==> src/rtl/gle_pkg.sv <==
package gle_pkg;

  // Window geometry and pattern lengths.
  localparam int WIN_DEPTH = 16;
  localparam int IDX_W     = $clog2(WIN_DEPTH);
  localparam int CNT_W     = $clog2(WIN_DEPTH + 1);
  localparam int HDR_LEN   = 16;
  localparam int DESC_LEN  = 5;
  localparam int EXT_LEN   = 19;
  localparam int EXT_W     = $clog2(EXT_LEN + 1);
  localparam int KEEP_LEN  = DESC_LEN - 1;
  localparam int DROP_LEN  = 3;

  // Edit mode codes; the unused code behaves as pass.
  localparam logic [1:0] MODE_REMOVE = 2'd0;
  localparam logic [1:0] MODE_INSERT = 2'd1;
  localparam logic [1:0] MODE_PASS   = 2'd2;

  // NETSCAPE2.0 looping extension header.
  localparam logic [7:0] LOOP_HDR [HDR_LEN] = '{
    8'h21, 8'hFF, 8'h0B, 8'h4E, 8'h45, 8'h54, 8'h53, 8'h43,
    8'h41, 8'h50, 8'h45, 8'h32, 8'h2E, 8'h30, 8'h03, 8'h01};

  // Image descriptor prefix.
  localparam logic [7:0] DESC_PREFIX [DESC_LEN] = '{
    8'h2C, 8'h00, 8'h00, 8'h00, 8'h00};

  typedef logic [WIN_DEPTH-1:0][7:0] win_t;

  typedef struct packed {
    logic [7:0] in_byte;
    logic       in_last;
  } in_item_t;

  typedef struct packed {
    logic [7:0] out_byte;
    logic       out_valid;
    logic       out_last;
  } out_item_t;

  typedef struct packed {
    logic hdr_hit;
    logic desc_hit;
  } match_t;

  // Output source request from the control logic to the output register.
  typedef struct packed {
    logic      req;
    out_item_t item;
  } src_t;

  // Byte of the infinite-loop extension: the header, then three zero bytes.
  function automatic logic [7:0] ext_byte(input logic [EXT_W-1:0] idx);
    logic [7:0] res;
    res = 8'h00;
    if (idx < EXT_W'(HDR_LEN)) begin
      res = LOOP_HDR[idx[IDX_W-1:0]];
    end
    return res;
  endfunction

endpackage

==> src/rtl/gle_match.sv <==
module gle_match (
  input  gle_pkg::win_t   win,
  output gle_pkg::match_t hit
);
  import gle_pkg::*;

  // Parallel compare of the window head against both patterns.
  always_comb begin
    hit.hdr_hit  = 1'b1;
    hit.desc_hit = 1'b1;
    for (int i = 0; i < HDR_LEN; i++) begin
      if (win[i] != LOOP_HDR[i]) begin
        hit.hdr_hit = 1'b0;
      end
    end
    for (int i = 0; i < DESC_LEN; i++) begin
      if (win[i] != DESC_PREFIX[i]) begin
        hit.desc_hit = 1'b0;
      end
    end
  end

endmodule

==> src/rtl/gle_out_stage.sv <==
module gle_out_stage (
  input  logic               clk,
  input  logic               rst_n,
  input  gle_pkg::src_t      src,
  output logic               load_en,
  output logic               out_valid,
  input  logic               out_ready,
  output gle_pkg::out_item_t out_item
);
  import gle_pkg::*;

  logic      out_valid_r;
  out_item_t out_item_r;

  // The register takes a new item when empty or when its item is taken.
  assign load_en   = !out_valid_r || out_ready;
  assign out_valid = out_valid_r;
  assign out_item  = out_item_r;

  always_ff @(posedge clk) begin
    if (!rst_n) begin
      out_valid_r <= 1'b0;
    end else if (load_en) begin
      out_valid_r <= src.req;
    end
  end

  // Payload needs no reset.
  always_ff @(posedge clk) begin
    if (load_en && src.req) begin
      out_item_r <= src.item;
    end
  end

endmodule

==> src/rtl/gif_loop_extension_editor.sv <==
// Streaming GIF loop-extension editor. One file byte enters per item and, while
// out_ready is high, one edited byte leaves per cycle. cfg_wr_data selects the edit:
// 0 removes the first NETSCAPE2.0 looping extension (its 16-byte header and the 3 bytes
// after it), 1 inserts a 19-byte infinite-loop extension in front of the first image
// descriptor, 2 or 3 copies bytes unchanged. Only the first match in each file is
// edited. In steady state the block takes one item per cycle while out_ready is high.
// The single output port sets the exceptions: an insertion holds the input while the
// extension and all but the last of the five held descriptor bytes go out, the final
// item of a file holds it until the bytes still in the 16-byte lookahead window and the
// file's last item have moved into the output register, and a switch to insert mode in
// the middle of a file holds it while the surplus window bytes drain. A file whose edit
// drops every trailing byte ends in a bare end marker (out_valid field 0, out_last 1).
module gif_loop_extension_editor (
  input  logic               clk,
  input  logic               rst_n,
  input  logic               cfg_wr_en,
  input  logic [1:0]         cfg_wr_data,
  input  logic               in_valid,
  output logic               in_ready,
  input  gle_pkg::in_item_t  in_item,
  output logic               out_valid,
  input  logic               out_ready,
  output gle_pkg::out_item_t out_item
);
  import gle_pkg::*;

  // Window buffer: the front cmt_r entries are released and waiting for the port.
  win_t             buf_r, buf_nxt;
  logic [CNT_W-1:0] fill_r, fill_nxt;
  logic [CNT_W-1:0] cmt_r, cmt_nxt;
  logic [EXT_W-1:0] ins_r, ins_nxt;
  logic [1:0]       drop_r, drop_nxt;
  logic             done_r, done_nxt;
  logic             eof_r, eof_nxt;
  logic [1:0]       mode_r;

  logic             load_en;
  logic             pop;
  logic             acc;
  src_t             src;
  logic [EXT_W-1:0] ins_adv;
  logic             eof_adv;
  win_t             buf_pop;
  win_t             base;
  win_t             win_app;
  logic [CNT_W-1:0] fill_base;
  logic [CNT_W-1:0] cmt_base;
  logic [CNT_W-1:0] app_fill;
  match_t           hit;

  gle_match u_match (
    .win (win_app),
    .hit (hit)
  );

  gle_out_stage u_out (
    .clk       (clk),
    .rst_n     (rst_n),
    .src       (src),
    .load_en   (load_en),
    .out_valid (out_valid),
    .out_ready (out_ready),
    .out_item  (out_item)
  );

  // Output source: extension bytes first, then released window bytes, then the end marker.
  always_comb begin
    src      = '0;
    pop      = 1'b0;
    eof_adv  = eof_r;
    ins_adv  = ins_r;
    if (ins_r != '0) begin
      src.req            = 1'b1;
      src.item.out_byte  = ext_byte(EXT_W'(EXT_LEN) - ins_r);
      src.item.out_valid = 1'b1;
      if (load_en) begin
        ins_adv = ins_r - EXT_W'(1);
      end
    end else if (cmt_r != '0) begin
      src.req            = 1'b1;
      src.item.out_byte  = buf_r[0];
      src.item.out_valid = 1'b1;
      src.item.out_last  = eof_r && (cmt_r == CNT_W'(1));
      pop                = load_en;
      if (load_en && src.item.out_last) begin
        eof_adv = 1'b0;
      end
    end else if (eof_r) begin
      src.req           = 1'b1;
      src.item.out_last = 1'b1;
      if (load_en) begin
        eof_adv = 1'b0;
      end
    end
  end

  // Buffer view after this cycle's pop, with the incoming byte appended.
  always_comb begin
    for (int i = 0; i < WIN_DEPTH - 1; i++) begin
      buf_pop[i] = buf_r[i+1];
    end
    buf_pop[WIN_DEPTH-1] = buf_r[WIN_DEPTH-1];
    base      = pop ? buf_pop : buf_r;
    fill_base = fill_r - CNT_W'(pop);
    cmt_base  = cmt_r - CNT_W'(pop);
    win_app   = base;
    win_app[fill_base[IDX_W-1:0]] = in_item.in_byte;
    app_fill  = fill_base + CNT_W'(1);
  end

  // An item enters once no extension byte or end of file is pending and all released bytes are gone or leaving.
  assign in_ready = (ins_r == '0) && !eof_r && (cmt_base == '0);
  assign acc      = in_valid && in_ready;

  // Edit decision for the accepted item.
  always_comb begin
    buf_nxt  = base;
    fill_nxt = fill_base;
    cmt_nxt  = cmt_base;
    drop_nxt = drop_r;
    done_nxt = done_r;
    ins_nxt  = ins_adv;
    eof_nxt  = eof_adv;
    if (acc) begin
      if (drop_r != '0) begin
        drop_nxt = drop_r - 2'd1;
      end else begin
        buf_nxt  = win_app;
        fill_nxt = app_fill;
        if (done_r || mode_r[1]) begin
          cmt_nxt = app_fill;
        end else if (mode_r == MODE_REMOVE) begin
          if (app_fill == CNT_W'(HDR_LEN)) begin
            if (hit.hdr_hit) begin
              fill_nxt = '0;
              drop_nxt = 2'(DROP_LEN);
              done_nxt = 1'b1;
            end else begin
              cmt_nxt = CNT_W'(1);
            end
          end
        end else begin
          if (app_fill == CNT_W'(DESC_LEN)) begin
            if (hit.desc_hit) begin
              ins_nxt  = EXT_W'(EXT_LEN);
              cmt_nxt  = app_fill;
              done_nxt = 1'b1;
            end else begin
              cmt_nxt = CNT_W'(1);
            end
          end else if ((app_fill > CNT_W'(DESC_LEN)) && !in_item.in_last) begin
            cmt_nxt = app_fill - CNT_W'(KEEP_LEN);
          end
        end
        if (in_item.in_last) begin
          cmt_nxt = fill_nxt;
        end
      end
      // End of file releases everything and rearms the edit for the next file.
      if (in_item.in_last) begin
        eof_nxt  = 1'b1;
        done_nxt = 1'b0;
        drop_nxt = '0;
      end
    end
  end

  // Control state.
  always_ff @(posedge clk) begin
    if (!rst_n) begin
      fill_r <= '0;
      cmt_r  <= '0;
      ins_r  <= '0;
      drop_r <= '0;
      done_r <= 1'b0;
      eof_r  <= 1'b0;
      mode_r <= MODE_REMOVE;
    end else begin
      fill_r <= fill_nxt;
      cmt_r  <= cmt_nxt;
      ins_r  <= ins_nxt;
      drop_r <= drop_nxt;
      done_r <= done_nxt;
      eof_r  <= eof_nxt;
      if (cfg_wr_en) begin
        mode_r <= cfg_wr_data;
      end
    end
  end

  // Window bytes carry no reset.
  always_ff @(posedge clk) begin
    buf_r <= buf_nxt;
  end

endmodule

==> config.mk <==
export PLATFORM = sky130hd
export DESIGN_NAME = gif_loop_extension_editor
export DESIGN_NICKNAME = d
export VERILOG_FILES = /design/src/rtl/gle_pkg.sv /design/src/rtl/gle_match.sv /design/src/rtl/gle_out_stage.sv /design/src/rtl/gif_loop_extension_editor.sv
export SDC_FILE = /design/constraint.sdc
export NUM_CORES = 1
export LEC_CHECK = 0
export ABC_AREA = 1
export BUFFER_PORTS_ARGS = -buffer_cell sky130_fd_sc_hd__buf_4
export CAP_MARGIN = 20
export CORE_ASPECT_RATIO = 1.25
export CORE_MARGIN = 1
export CORE_UTILIZATION = 40
export DETAILED_ROUTE_END_ITERATION = 7
export SYNTH_ARGS = -nofsm -noshare
export SYNTH_HDL_FRONTEND = slang
export SYNTH_SLANG_ARGS = --single-unit
==> constraint.sdc <==
create_clock -name clk -period 7.1 [get_ports clk]
set_input_delay 1.775 -clock clk [delete_from_list [all_inputs] [get_ports clk]]
set_output_delay 1.775 -clock clk [all_outputs]
set_load 0.02 [all_outputs]
==> impl_metrics.csv, run 1 <==
group,metric,value,unit
route,vias_per_cell,5.240,
synthesis,syn_area,0.01096,mm^2
timing,fin_crit,5.621,ns
timing,tns,0,ns
worst_setup_path,critical_path_class,"primary input to flop",
route,ant_nets,0,
synthesis,syn_nets,1841,
placement,post-dp-hpwl,22.55,mm
synthesis,synthFlopType,"dfxtp_1",
status,outcome,"complete, no violations",
die,fp-row-count,67,
synthesis,synthTopCellsByCount,"nand2_1, a21oi_1, inv_1, dfxtp_1, nand3_1",
synthesis,synth_most_common_cell,"nand2_1",
die,die_y,187.1,um
die,dieWidth,150.1,um
worst_setup_path,critical_path_arrival,5.96,ns
clocking,post_cts_buffers,0,
timing,relSlewSlack,26.18,%
placement,port-buffer-count,27,
global_route,grt_pass1_wl,54.49,mm
die,core_area,0.02691,mm^2
clocking,clock-sinks,160,
worst_setup_path,r2r_start,"cmt_r[4]",
synthesis,ys_seq_area_share,30.87,%
die,io_pins,28,
synthesis,synth_cell_types,44,
synthesis,synth_cells,1803,
global_route,gr-total-overflow,0,
route,drtIter0Drc,841,
min_path,min_path_cells,2,
synthesis,avgSynthCellArea,6.079,um^2
worst_setup_path,crit_path_end_kind,"flop",
timing,slew_violations,0,
synthesis,yosysTopAreaCell,"dfxtp_1",
worst_setup_path,worstPathMaxFanout,13,
synthesis,synth_top_cell_area_share,25.94,%
timing,rsz0062_at_grt,"no",
timing,hold_violations,0,
clocking,cts_max_level,4,
timing,fin_skew,0.009747,ns
global_route,grt_max_degree,95,
clocking,clk_pin_slew,0.07,ns
global_route,grt_use_total,24.84,%
global_route,grt_pass1_vias,10650,
worst_setup_path,slowest_stage,"ha_1",
finish,synthToLayoutAreaGrowth,7.625,%
clocking,cts-root-buf,"clkbuf_16",
min_path,min_from,"drop_r[1]",
worst_setup_path,reg2reg_depth,24,
timing,finalSetupViolCount,0,
synthesis,yosys-top-cells-area,"dfxtp_1, nand2_1, a21oi_1",
min_path,min_path_type,"flop to flop",
route,detail_route.first_pass.iterations,5,
clocking,cts-resized-gates,0,
worst_setup_path,cp.required,7.44,ns
placement,gp_congestion,0.9050,
finish,antennaDiodeCount,0,
synthesis,ys_warn_count,0,
clocking,cts_buffer_depth,2,
job,drv_cap,0,
die,initial_utilization,40.73,%
synthesis,synth-seq-cells,160,
clocking,cts_buffers,17,
worst_setup_path,cp_slowest_stage_delay,0.63,ns
die,die_area,0.02807,mm^2
finish,nets,1814,
timing,tightest_slew,1.107,ns
route,drc,0,
worst_setup_path,startpoint_type,"primary input",
clocking,cts_tree,"done",
worst_setup_path,reg2reg_slack,1.86,ns
synthesis,async_flop_share,0,%
finish,drive_above_1_share,6.935,%
clocking,clock_latency,0.44,ns
route,wire_per_inst,15.63,um
route,drt-total-wl,33.33,mm
min_path,whs_endpoint,"drop_r[1]",
timing,period_share,79.17,%
timing,max_freq,0.1779,GHz
worst_setup_path,reg2reg_to,"drop_r[1]",
clocking,holdBufCountCts,0,
route,via_count,11180,
global_route,antenna_found_initial,0,
synthesis,synth_edf_count,18,
worst_setup_path,crit_path_frequent_cell,"nand2_1",
-- cells in the final DEF (no fill, tap or decap), types with 3 or more instances in the layout --
cell type / Yosys / final
nand2_1: 724 / 723
a21oi_1: 175 / 175
inv_1: 155 / 155
dfxtp_1: 142 / 142
nand3_1: 133 / 133
nor2_1: 129 / 129
buf_4: 6 / 39
o21ai_0: 34 / 34
a31oi_1: 33 / 33
o21ai_1: 24 / 24
ha_1: 22 / 22
nand4_1: 21 / 21
nand3b_1: 20 / 20
edfxtp_1: 18 / 18
clkbuf_16: 0 / 18
nand3_4: 9 / 10
inv_2: 10 / 10
nor2_2: 9 / 9
clkinv_2: 0 / 7
nor3_1: 6 / 6
clkinv_1: 6 / 6
o21ai_2: 6 / 6
nand2_4: 3 / 5
nand2_2: 5 / 4
xnor2_1: 3 / 3
or2_2: 3 / 3
xor2_1: 3 / 3
o211ai_1: 3 / 3
a211oi_1: 3 / 3
clkinv_4: 0 / 3
-- layer usage --
| metal | global-route usage [%] | wire [um] | up-vias |
|---|---|---|---|
| met1 | 30.31 | 14380 | 5066 |
| met3 | 3.829 | 1500 | 73 |
| met2 | 42.84 | 16280 | 275 |
| met4 | 10.41 | 1163 | 0 |
| met5 | 0 | 0 | - |
| li1 | - | - | 5763 |
-- sequential cells by signal, indices dropped and copies added, names as in the netlist --
signal	cells
u_out.out_item	10
ins_r	5
done_r	1
buf_pop	120
u_out.out_valid	1
cmt_r	5
buf_r	8
eof_r	1
mode_r	2
fill_r	5
drop_r	2
-- cell families (layout without fill, tap and decap cells) --
logic type | Yosys count | after routing | share of synthesized area (%)
xor+xnor | 8 | 8 | 0.7764
buf+inv | 258 | 243 | 10.27
simple gates | 1069 | 1069 | 41.58
fa+ha+maj | 22 | 22 | 2.511
compound gates | 286 | 286 | 14.00
flops | 160 | 160 | 30.87
-- worst max-delay path: cells and delay by family --
kind	cells	cell delay, ns
AOI/OAI and AO/OA	2	0.19
adders and majority gates	3	1.23
buffers and inverters	5	0.72
and+or+nand+nor	15	2.03
-- final cells by class --
type                            instances  area [um^2]
Clock buffer                           20        457.9
Tap cell                              345        431.7
Inverter                              172        648.1
Multi-Input combinational cell       1385         6471
Timing Repair Buffer                   40        312.8
Clock inverter                         11        91.34
Sequential cell                       160         3383
Fill cell                            2839        15110
-- worst max-delay path by stage --
stage	from	end	slack, ns	cells after the start
floorplan	out_ready	in_ready	1.91	12
finish	out_ready	drop_r[1]	1.48	25
detailed placement	out_ready	drop_r[1]	1.01	25
global placement	out_ready	drop_r[0]	1.10	25
CTS	out_ready	drop_r[1]	1.45	25
global route	out_ready	drop_r[1]	1.04	25
-- through the flow --
stage / util, % / area [um^2] / setup slack, ns / std cells / hold slack [ns]
after global placement: 41.77 / 11240 / 1.099 / 2101 / 0.4458
after global routing: 43.84 / 11800 / 1.036 / 2133 / 0.4902
after detailed placement: 41.77 / 11240 / 1.014 / 2101 / 0.4509
final: 43.84 / 11800 / 1.479 / 2133 / 0.4580
after CTS: 43.81 / 11790 / 1.450 / 2132 / 0.4605
after floorplan: - / 10960 / 1.906 / 1803 / 0.4339
Power of run 1 is not shown: default switching activity piles up to over one toggle a cycle in this logic, so the estimate is an artifact.
==> run 2, diff against run 1 <==
- clock period: 7.1 -> 4.6 ns (I/O delays scaled with it)
==> impl_metrics.csv, run 2 (same netlist as run 1, synthesis figures left out) <==
group,metric,value,unit
min_path,min_path_cells,2,
global_route,antenna_found_initial,0,
route,ant_nets,0,
min_path,min_path_type,"flop to flop",
route,wire_per_inst,15.42,um
finish,nets,1922,
route,drt-total-wl,34.56,mm
clocking,cts_tree,"done",
worst_setup_path,r2r_start,"ins_r[1]",
timing,period_share,92.42,%
finish,mostFrequentLayoutCell,"nand2_1",
timing,max_freq,0.2352,GHz
timing,relSlewSlack,27.73,%
die,fp-row-count,67,
timing,rsz0062_at_grt,"no",
worst_setup_path,slowest_stage,"dfxtp_1",
route,vias_per_cell,5.164,
worst_setup_path,reg2reg_slack,0.38,ns
worst_setup_path,cp_cell_sequence,"inv_1 -> ha_1 -> nand3_4 -> nor2_8 -> nand2_4 -> clkinv_1 -> buf_4 -> ha_1 -> ha_1 -> xnor2_1 -> inv_1 -> nor3_1 -> nand2_1 -> inv_1 -> buf_4",
worst_setup_path,startpoint_type,"flop",
worst_setup_path,cp_slowest_stage_delay,0.47,ns
die,initial_utilization,40.73,%
finish,largest_reg_flops,120,
clocking,clock-sinks,160,
finish,fillers,2862,
die,dieWidth,150.1,um
clocking,clock_latency,0.45,ns
global_route,gr-total-overflow,0,
clocking,cts_max_level,4,
clocking,cts-resized-gates,0,
finish,antennaDiodeCount,0,
route,via_count,11580,
die,core_area,0.02691,mm^2
worst_setup_path,critical_path_class,"flop to primary output",
worst_setup_path,reg2reg_depth,26,
timing,tns,0,ns
finish,synthToLayoutAreaGrowth,16.26,%
timing,fin_crit,4.251,ns
finish,drive_above_1_share,12.23,%
clocking,cts_buffers,17,
die,die_area,0.02807,mm^2
placement,port-buffer-count,27,
timing,slew_violations,0,
clocking,cts_buffer_depth,2,
clocking,cts-root-buf,"clkbuf_16",
timing,hold_violations,0,
route,drtIter0Drc,884,
die,io_pins,28,
finish,mostFrequentLayoutCells,"nand2_1, a21oi_1, inv_1",
clocking,clk_pin_slew,0.07,ns
job,drv_cap,0,
clocking,holdBufCountCts,0,
timing,finalSetupViolCount,0,
placement,post-dp-hpwl,23.93,mm
global_route,grt_use_total,25.32,%
die,die_y,187.1,um
clocking,post_cts_buffers,0,
route,drc,0,
worst_setup_path,crit_path_end_kind,"primary output",
worst_setup_path,critical_path_arrival,3.10,ns
worst_setup_path,reg2reg_to,"drop_r[0]",
worst_setup_path,cp.required,3.45,ns
timing,tightest_slew,1.084,ns
global_route,grt_pass1_wl,55.68,mm
route,detail_route.first_pass.iterations,5,
placement,gp_congestion,0.9024,
min_path,whs_endpoint,"drop_r[1]",
min_path,min_from,"drop_r[1]",
timing,fin_skew,0.01200,ns
global_route,grt_pass1_vias,10890,
worst_setup_path,worstPathMaxFanout,7,
status,outcome,"complete, no violations",
global_route,grt_max_degree,147,
## run 2: cell count changes in the layout (fill, tap and decap cells not counted), moves of 2 or more
cell / delta
buf_12: +7
buf_4: +101
clkinv_2: -6
clkinvlp_4: +2
inv_6: +3
## run 2: worst max-delay path, delay by kind of cell (launching register included)
family / cells / cell delay (ns)
xor+xnor: 1 / 0.16
buf+inv: 6 / 0.79
flops: 1 / 0.47
fa+ha+maj: 3 / 0.69
simple gates: 5 / 0.57
## run 2: worst max path at each step
stage          slack [ns]  depth (start not counted)  startpoint   endpoint
3_3_place_gp        -0.02                         24   out_ready  drop_r[1]
4_1_cts              0.31                         25    ins_r[1]  drop_r[1]
6_report             0.35                         15    ins_r[1]   in_ready
5_1_grt              0.01                         25    ins_r[1]  drop_r[0]
2_1_floorplan        0.11                         24   out_ready   cmt_r[4]
3_5_place_dp        -0.12                         24   out_ready  drop_r[1]
## run 2: final cells by class
type                            count  area, um^2  area share, %
Multi-Input combinational cell   1385        6476          50.82
Tap cell                          345       431.7          3.388
Timing Repair Buffer              148        1211          9.505
Clock buffer                       21       461.7          3.623
Clock inverter                     11       130.1          1.021
Sequential cell                   160        3383          26.55
Inverter                          172       648.1          5.086
## run 2: per-stage QoR
step / instances / instance area [um^2] / util [%] / hold slack [ns] / worst slack [ns]
after global placement: 2209 / 12140 / 45.11 / 0.4456 / -0.02473
after detailed placement: 2209 / 12140 / 45.11 / 0.4564 / -0.1189
after global routing: 2242 / 12740 / 47.35 / 0.4997 / 0.009833
after CTS: 2241 / 12730 / 47.31 / 0.4659 / 0.3121
final: 2242 / 12740 / 47.35 / 0.4648 / 0.3487
after floorplan: 1803 / 10960 / - / 0.4339 / 0.1066
## run 2: metal layers
metal / global-route usage (%) / up-vias / wire [um]
li1: - / 5977 / -
met1: 30.57 / 5261 / 14940
met2: 44.12 / 265 / 16910
met3: 4.098 / 75 / 1492
met4: 10.18 / 0 / 1221
met5: 0 / - / 0
Power of run 2 is left out for the same reason.
==> run 3, diff against run 2 <==
- PLACE_DENSITY_LB_ADDON: unset -> 0.25
==> impl_metrics.csv, run 3 (same netlist as run 1, synthesis figures left out) <==
group,metric,value,unit
global_route,grt_use_total,24.77,%
worst_setup_path,worstPathMaxFanout,7,
worst_setup_path,critPathLaunch,"ins_r[1]",
timing,slew_violations,0,
finish,synthToLayoutAreaGrowth,15.00,%
finish,fillers,2811,
die,dieWidth,150.1,um
timing,relSlewSlack,28.17,%
placement,gp_congestion,0.9441,
timing,max_freq,0.2371,GHz
worst_setup_path,critical_path_class,"flop to primary output",
global_route,grt_pass1_vias,10910,
clocking,clk_pin_slew,0.06,ns
route,drc,0,
clocking,cts-root-buf,"clkbuf_16",
die,die_area,0.02807,mm^2
die,die_y,187.1,um
finish,mostFrequentLayoutCell,"nand2_1",
global_route,antenna_found_initial,0,
timing,hold_violations,0,
route,via_count,11640,
global_route,grt_pass1_wl,54.75,mm
die,core_area,0.02691,mm^2
worst_setup_path,startpoint_type,"flop",
finish,largest_reg_flops,120,
die,io_pins,28,
global_route,gr-total-overflow,0,
finish,drive_above_1_share,11.41,%
route,wire_per_inst,15.15,um
placement,pre_cts_slack,-0.08874,ns
worst_setup_path,slowest_stage,"xnor2_1",
timing,period_share,91.69,%
finish,mostFrequentLayoutCells,"nand2_1, a21oi_1, inv_1",
worst_setup_path,crit_path_frequent_cell,"ha_1",
worst_setup_path,r2r_start,"ins_r[1]",
clocking,cts_buffer_depth,2,
route,vias_per_cell,5.243,
clocking,cts_max_level,4,
status,outcome,"complete, no violations",
worst_setup_path,cp_slowest_stage_delay,0.41,ns
min_path,min_from,"drop_r[1]",
route,drtIter0Drc,785,
clocking,clock_latency,0.44,ns
clocking,cts_tree,"done",
route,drt-total-wl,33.64,mm
worst_setup_path,cp.required,3.45,ns
min_path,min_path_type,"flop to flop",
timing,rsz0062_at_grt,"no",
global_route,grt_max_degree,147,
placement,port-buffer-count,27,
job,drv_cap,0,
finish,nets,1900,
timing,fin_crit,4.218,ns
clocking,cts_buffers,17,
worst_setup_path,crit_path_end_kind,"primary output",
timing,finalSetupViolCount,0,
placement,post-dp-hpwl,23.41,mm
timing,tightest_slew,1.077,ns
worst_setup_path,critical_path_arrival,3.07,ns
worst_setup_path,cp_cell_sequence,"inv_1 -> ha_1 -> nand3_4 -> nor2_8 -> nand2_4 -> clkinv_1 -> buf_4 -> ha_1 -> ha_1 -> nand2_1 -> xnor2_1 -> nor3_1 -> nand2_1 -> inv_1 -> buf_4",
timing,fin_skew,0.01256,ns
die,initial_utilization,40.73,%
route,detail_route.first_pass.iterations,5,
clocking,clock-sinks,160,
route,ant_nets,0,
timing,setup_slack,0.3820,ns
clocking,holdBufCountCts,0,
die,fp-row-count,67,
finish,antennaDiodeCount,0,
==> run 3: cell types whose count changed in the layout (fill, tap and decap cells not counted) <==
| cell | delta |
|---|---|
| inv_4 | -1 |
| dfxtp_1 | -1 |
| nand2_2 | -1 |
| clkinv_4 | +1 |
| clkinvlp_4 | +1 |
| clkbuf_1 | -2 |
| inv_6 | +2 |
| clkbuf_16 | -1 |
| nand2_4 | +1 |
| bufinv_16 | +1 |
| inv_1 | -1 |
| dfxtp_2 | +1 |
| buf_4 | -22 |
==> run 3: timing repair <==
action / in CTS / in global routing
setup endpoints to repair: 0 / 15
resized for setup: 0 / 4
setup buffers: 0 / 3
==> run 3: layout make-up <==
cell class / count / area, um^2 / share of cell area [%]
clock buffer: 18 / 429.2 / 3.405
clock inverter: 14 / 180.2 / 1.429
inverter: 172 / 651.9 / 5.172
multi-input combinational: 1385 / 6481 / 51.42
sequential: 160 / 3385 / 26.85
tap: 345 / 431.7 / 3.425
timing repair buffer: 126 / 1046 / 8.299
==> run 3: final timing paths <==
path,depth (start not counted),endpoint,slack [ns]
min,2,drop_r[1],0.47
max reg2reg,26,drop_r[1],0.43
min reg2reg,2,drop_r[1],0.47
max,15,in_ready,0.38
==> run 3: worst max-delay path: cells and delay by family, from the launching register on <==
kind,cells,cell delay [ns]
adders and majority gates,3,0.63
DFF,1,0.39
buffers and inverters,5,0.60
xor gates and xnor gates,1,0.41
and+or+nand+nor,6,0.59
==> run 3: through the flow <==
stage | area, um^2 | TNS (ns) | utilization (%) | cells | hold WS, ns
after detailed placement | 11950 | -0.1803 | 44.41 | 2184 | 0.4597
after global routing | 12600 | 0 | 46.84 | 2220 | 0.4871
after floorplan | 10960 | 0 | - | 1803 | 0.4339
final | 12600 | 0 | 46.84 | 2220 | 0.4662
after CTS | 12560 | 0 | 46.67 | 2216 | 0.4691
after global placement | 11950 | 0 | 44.41 | 2184 | 0.4453
==> run 3: metal layers <==
metal,wire length [um],track usage [%],share of wire [%],vias up
met3,1359,3.780,4.0,101
li1,-,-,-,5942
met5,0,0,0,-
met4,1470,11.77,4.4,0
met2,16540,43.23,49,338
met1,14270,29.27,42,5258
Power of run 3 is left out for the same reason.
